[config.mk]
export PLATFORM = sky130hd
export DESIGN_NAME = ntc_name_stack
export DESIGN_NICKNAME = d
export VERILOG_FILES = /design/src/design/ntc_pkg.sv /design/src/design/ntc_name_stack.sv
export SDC_FILE = /design/constraint.sdc
export NUM_CORES = 2
export LEC_CHECK = 0
export ABC_CLOCK_PERIOD_IN_PS = 2200
export BUFFER_PORTS_ARGS = -buffer_cell sky130_fd_sc_hd__buf_4
export CORE_ASPECT_RATIO = 1.4
export CORE_MARGIN = 2
export CORE_UTILIZATION = 40
export DETAILED_ROUTE_END_ITERATION = 8
export PLACE_DENSITY_LB_ADDON = 0.08
export SLEW_MARGIN = 40
export SYNTH_ARGS = -nofsm -noshare
export SYNTH_HDL_FRONTEND = slang
export SYNTH_SLANG_ARGS = --single-unit
[constraint.sdc]
create_clock -name i_clk -period 2.2 [get_ports i_clk]
set_input_delay 0.33 -clock i_clk [delete_from_list [all_inputs] [get_ports i_clk]]
set_output_delay 0.33 -clock i_clk [all_outputs]
set_load 0.03 [all_outputs]
[src/design/ntc_pkg.sv]
package ntc_pkg;

    // Default sizes of the tag stack.
    localparam int DEF_MAX_DEPTH = 16;
    localparam int DEF_MAX_NAME  = 16;

    // Markup characters.
    localparam logic [7:0] CHAR_LT    = 8'h3C;
    localparam logic [7:0] CHAR_SLASH = 8'h2F;
    localparam logic [7:0] CHAR_GT    = 8'h3E;

    // Input command codes.
    localparam logic CMD_CHAR = 1'b0;
    localparam logic CMD_END  = 1'b1;

    // Token roles.
    localparam logic [1:0] ROLE_TEXT  = 2'd0;
    localparam logic [1:0] ROLE_OPEN  = 2'd1;
    localparam logic [1:0] ROLE_CLOSE = 2'd2;
    localparam logic [1:0] ROLE_NONE  = 2'd3;

    // Status codes.
    localparam logic [2:0] ST_OK       = 3'd0;
    localparam logic [2:0] ST_UNTERM   = 3'd1;
    localparam logic [2:0] ST_EMPTY    = 3'd2;
    localparam logic [2:0] ST_MISMATCH = 3'd3;
    localparam logic [2:0] ST_UNCLOSED = 3'd4;
    localparam logic [2:0] ST_OVERFLOW = 3'd5;
    localparam logic [2:0] ST_TOO_LONG = 3'd6;

    typedef enum logic [4:0] {
        MODE_IDLE  = 5'b00001,
        MODE_TEXT  = 5'b00010,
        MODE_LT    = 5'b00100,
        MODE_OPEN  = 5'b01000,
        MODE_CLOSE = 5'b10000
    } t_scan_mode;

    // Write enables into the tag name stack.
    typedef struct packed {
        logic name_we;
        logic len_we;
    } t_stack_we;

endpackage

[src/design/ntc_name_stack.sv]
module ntc_name_stack
    import ntc_pkg::*;
#(
    parameter int MAX_DEPTH = DEF_MAX_DEPTH,
    parameter int MAX_NAME  = DEF_MAX_NAME,
    localparam int AW = $clog2(MAX_DEPTH * MAX_NAME),
    localparam int SW = $clog2(MAX_DEPTH),
    localparam int IW = $clog2(MAX_NAME + 1)
) (
    input  logic          i_clk,
    input  t_stack_we     i_we,
    input  logic [AW-1:0] i_name_waddr,
    input  logic [7:0]    i_name_wdata,
    input  logic [AW-1:0] i_name_raddr,
    output logic [7:0]    o_name_rdata,
    input  logic [SW-1:0] i_len_waddr,
    input  logic [IW-1:0] i_len_wdata,
    input  logic [SW-1:0] i_len_raddr,
    output logic [IW-1:0] o_len_rdata
);

    logic [7:0]    r_name_mem [MAX_DEPTH * MAX_NAME];
    logic [IW-1:0] r_len_mem  [MAX_DEPTH];
    logic [7:0]    r_name_rd;
    logic [IW-1:0] r_len_rd;

    always_ff @(posedge i_clk) begin
        if (i_we.name_we) begin
            r_name_mem[i_name_waddr] <= i_name_wdata;
        end
        r_name_rd <= r_name_mem[i_name_raddr];
    end

    // A push writes the length of the slot that becomes the top in the same
    // cycle, so that read is forwarded from the write data.
    always_ff @(posedge i_clk) begin
        if (i_we.len_we) begin
            r_len_mem[i_len_waddr] <= i_len_wdata;
        end
        if (i_we.len_we && (i_len_waddr == i_len_raddr)) begin
            r_len_rd <= i_len_wdata;
        end else begin
            r_len_rd <= r_len_mem[i_len_raddr];
        end
    end

    assign o_name_rdata = r_name_rd;
    assign o_len_rdata  = r_len_rd;

endmodule

==> results.txt <==
----------------------------------------------------
[Critical path]
  Critical path arrival ... 2.62 ns
  Series of cell instances along the critical path ... buf_12 -> mux4_2 -> mux4_2 -> buf_6
  Endpoint of the most critical register-to-register path ... o_name_rdata[3]
  Number of cells traversed by the worst register-to-register path ... 7
  Reg-to-reg setup timing slack ... -0.27 ns
  Biggest cell delay along the critical path ... 0.56 ns
  Critical Path RT ... 1.87 ns
  Crit path max fanout ... 8
  Kind of end point of the critical path ... primary output
  Critical path depth in cells ... 4
  Startpoint of the lowest-slack register-to-register path ... r_name_mem[15][3]
  Critical path capture point ... o_len_rdata[4]
  Crit-path leading delay family ... multiplexers
  Startpoint kind of the worst setup timing path ... register
  CP most frequent cell ... sky130_fd_sc_hd__mux4_2
  Setup CP Type ... reg2out
  Slowest stage cell on the critical path ... sky130_fd_sc_hd__mux4_2
  Buffers and inverters on the worst path ... 2

[Pwr]
  Internal power component ... 67.5 mW
  Logic pwr share ... 6.1%
  Net load switching power ... 18.6 mW
  Seq pwr share ... 52.3%
  Switching fraction of total power ... 21.7%
  Clk pwr share ... 41.5%
  Worst vdd ir ... 704 uV
  Leakage power figure ... 32.7 nW
  Power density cells ... 860 mW/mm^2

[STA]
  Pins over their slew limit ... 0
  Final setup violation count ... 8
  Portion of the clock cycle consumed by the worst path in the final layout ... 134%
  Peak Freq ... 339 MHz
  Worst hold slack ... 0.0705 ns
  Final setup margin ... -0.751 ns
  Count of final hold-check violations ... 0
  Post-Route Skew ... 0.0320 ns
  RSZ-0062 raised after global routing ... yes
  Slew margin rel. ... 49.2%
  Post-layout min period ... 2.95 ns
  Worst-Margin Slew ... 0.759 ns

[Clock network]
  Longest Clk Path Bufs ... 4
  Number of buffers inserted by post-CTS setup repair ... 0
  Deepest level of the CTS H-tree ... 4
  Latest clock arrival within the worst-skew pair ... 0.85 ns
  Number of buffers created by CTS ... 216
  CTS clock-pin slew for the worst setup and hold paths ... 0.06 ns
  Clock sink total ... 2,140
  Cell at the root of the clock tree ... sky130_fd_sc_hd__clkbuf_16
  Clock tree from TritonCTS ... done

[Global routing]
  First-pass GRT wire length ... 326 mm
  Leftover overflow at the end of global routing ... 0
  Number of global-route vias before repair ... 43,548
  Total global routing track utilization ... 21.8%
  Number of antenna violations at the first check in global routing ... 11
  Pin count of the biggest net entering global routing ... 81

[Floorplan]
  DIE AREA ... 0.210 mm^2
  Initial core utilization ... 40.2%
  DIE HEIGHT ... 542 um
  Die Wd ... 388 um
  Top-Level Pins ... 53
  Number of placement rows ... 197
  Placeable core area ... 0.206 mm^2

[Route]
  Number of DRC violations after detailed-routing iteration 0 ... 3,199
  WL/cell ... 30.4 um
  Drt total wl ... 231 mm
  Overall via count from detail_route ... 41,928
  Routed via count divided by cell count ... 5.51
  Number of antenna-violating nets in the routed design ... 0
  Total DRC errors in the routed layout ... 0
  Iteration count of the initial detailed-routing pass ... 5

[Synthesis]
  Top_reg_cell synth ... sky130_fd_sc_hd__edfxtp_1
  Post-synth EDFFs ... 2,128
  Post-synth ARST share ... 0%
  Post-synthesis cell type with the largest combined area ... sky130_fd_sc_hd__edfxtp_1
  Synth cell count leaders ... sky130_fd_sc_hd__edfxtp_1 (2,128), sky130_fd_sc_hd__mux4_2 (460), sky130_fd_sc_hd__nor2_1 (290)
  Total of warnings raised by yosys ... 0
  Netlist Area Pre-Place ... 0.0827 mm^2
  Leading post-synthesis cells by cell area ... sky130_fd_sc_hd__edfxtp_1 (77%), sky130_fd_sc_hd__mux4_2 (13%), sky130_fd_sc_hd__mux2i_1 (1.8%), sky130_fd_sc_hd__a22oi_1 (1.6%), sky130_fd_sc_hd__nor2_1 (1.3%)
  Post-synthesis average cell area ... 21.2 um^2
  Unique cell type count in the Yosys netlist ... 55
  Synth Register Bits ... 2,140
  Sequential cell area fraction in the yosys report ... 77.6%
  Share of the synthesized area in the top cell type ... 77.3%
  Mapped Cells ... 3,899
  Most frequent cell after synthesis ... sky130_fd_sc_hd__edfxtp_1
  Number of nets produced by synthesis ... 3,939

[Placed design]
  Number of buffer cells added on primary ports ... 52
  DP Area ... 0.0926 mm^2
  Placer congestion estimate ... 0.833
  HPWL after detailed placement ... 155 mm
  Cell count after placement ... 7,192

[Outcome]
  Outcome ... complete, but fails checks
  Violations in the final reports ... setup timing

[Job]
  Max-cap check violation count ... 0

[Layout]
  Layout overhead on the synthesized area ... 21.0%
  Area of all placed cells without fillers ... 0.100 mm^2
  Final cell count without fillers ... 7,604
  Share of layout cells above drive strength 1 ... 34.3%
  Total Nets Final ... 4,785

[Hold path]
  Worst hold path class ... in2reg
  Number of cells traversed by the worst hold path ... 3

----------------------------------------------------
worst reg2reg max path, cell delays in order (launching register included):
cell and delay, ns:
sky130_fd_sc_hd__edfxtp_1 0.37, sky130_fd_sc_hd__mux4_2 0.51, sky130_fd_sc_hd__o211ai_1 0.39, sky130_fd_sc_hd__nand4_1 0.21
sky130_fd_sc_hd__buf_4 0.21, sky130_fd_sc_hd__nor4_4 0.42, sky130_fd_sc_hd__buf_4 0.20, sky130_fd_sc_hd__nor4_2 0.04
how the worst min path moves through the flow:
stage	from	end
finish	i_we[0]	r_len_mem[5][3]
CTS	i_we[0]	r_len_mem[7][3]
floorplan	i_len_raddr[0]	register
global route	i_we[0]	r_len_mem[5][3]
global placement	i_len_raddr[2]	register
detailed placement	i_len_raddr[3]	register
stage by stage:
step                TNS, ns  util [%]  setup slack (ns)  power (mW)
floorplan                 0         -            0.0223        48.1
global placement      -9.00      45.1             -1.36        51.1
global route          -4.66      48.7            -0.820        88.7
detailed placement    -8.70      45.1             -1.32        51.1
finish                -4.12      48.7            -0.751        86.1
CTS                   -4.55      48.6            -0.829        87.0
cell usage in the layout, fill, tap and decap left out, drive strengths merged, types with 20 or more instances in the layout:
| master | n |
|---|---|
| nand2 | 68 |
| nor2 | 290 |
| nand3 | 28 |
| nor2b | 22 |
| clkbuf | 264 |
| o221ai | 41 |
| nor4 | 20 |
| buf | 846 |
| edfxtp | 2128 |
| mux4 | 463 |
| mux2i | 151 |
| dlygate4sd3 | 22 |
| o211ai | 25 |
| clkinv | 98 |
| a22oi | 171 |
| a22o | 21 |
| a21oi | 65 |
cells by family after synthesis:
family	Yosys count	share of synthesized area (%)
buffers and inverters	245	1.75
AND/OR/NAND/NOR	486	2.54
AO/OA/AOI/OAI	411	3.66
flip-flops	2140	77.6
multiplexers	617	14.5
registers in the layout, indices dropped and copies added (netlist names), named ones only:
| name | count |
|---|---|
| r_name_mem | 2048 |
| r_len_mem | 80 |
| o_name_rdata | 8 |
routing by layer:
metal	up-vias	global-route usage, %	wire [um]
met5	-	0	37
met4	6	5.59	5520
met1	22444	28.3	93900
li1	18092	-	-
met3	307	2.71	10500
met2	1079	38.8	121000
cell type report:
cell class	count	area, um^2
antenna	4	10.0
timing repair buffer	868	8190
fill	17042	105000
tap	2686	3360
multi-input combinational	1514	17600
sequential	2140	64100
inverter	5	18.8
clock inverter	123	1040
clock buffer	264	5700
power by group through the flow:
stage,clock [mW],sequential [mW],combinational [mW]
global route,38.1,45.0,5.57
detailed placement,0,45.9,5.20
finish,35.8,45.0,5.28
CTS,36.6,45.0,5.35
global placement,0,45.9,5.16
floorplan,0,45.9,2.20
what timing repair did:
action / in CTS / in global routing
cloned: 1 / 0
hold endpoints to repair: 368 / 0
hold buffers: 22 / 0
setup endpoints to repair: 14 / 13
pin swaps: 28 / 29
resized for setup: 60 / 27
No activity file was read; power rests on OpenSTA's default activity.
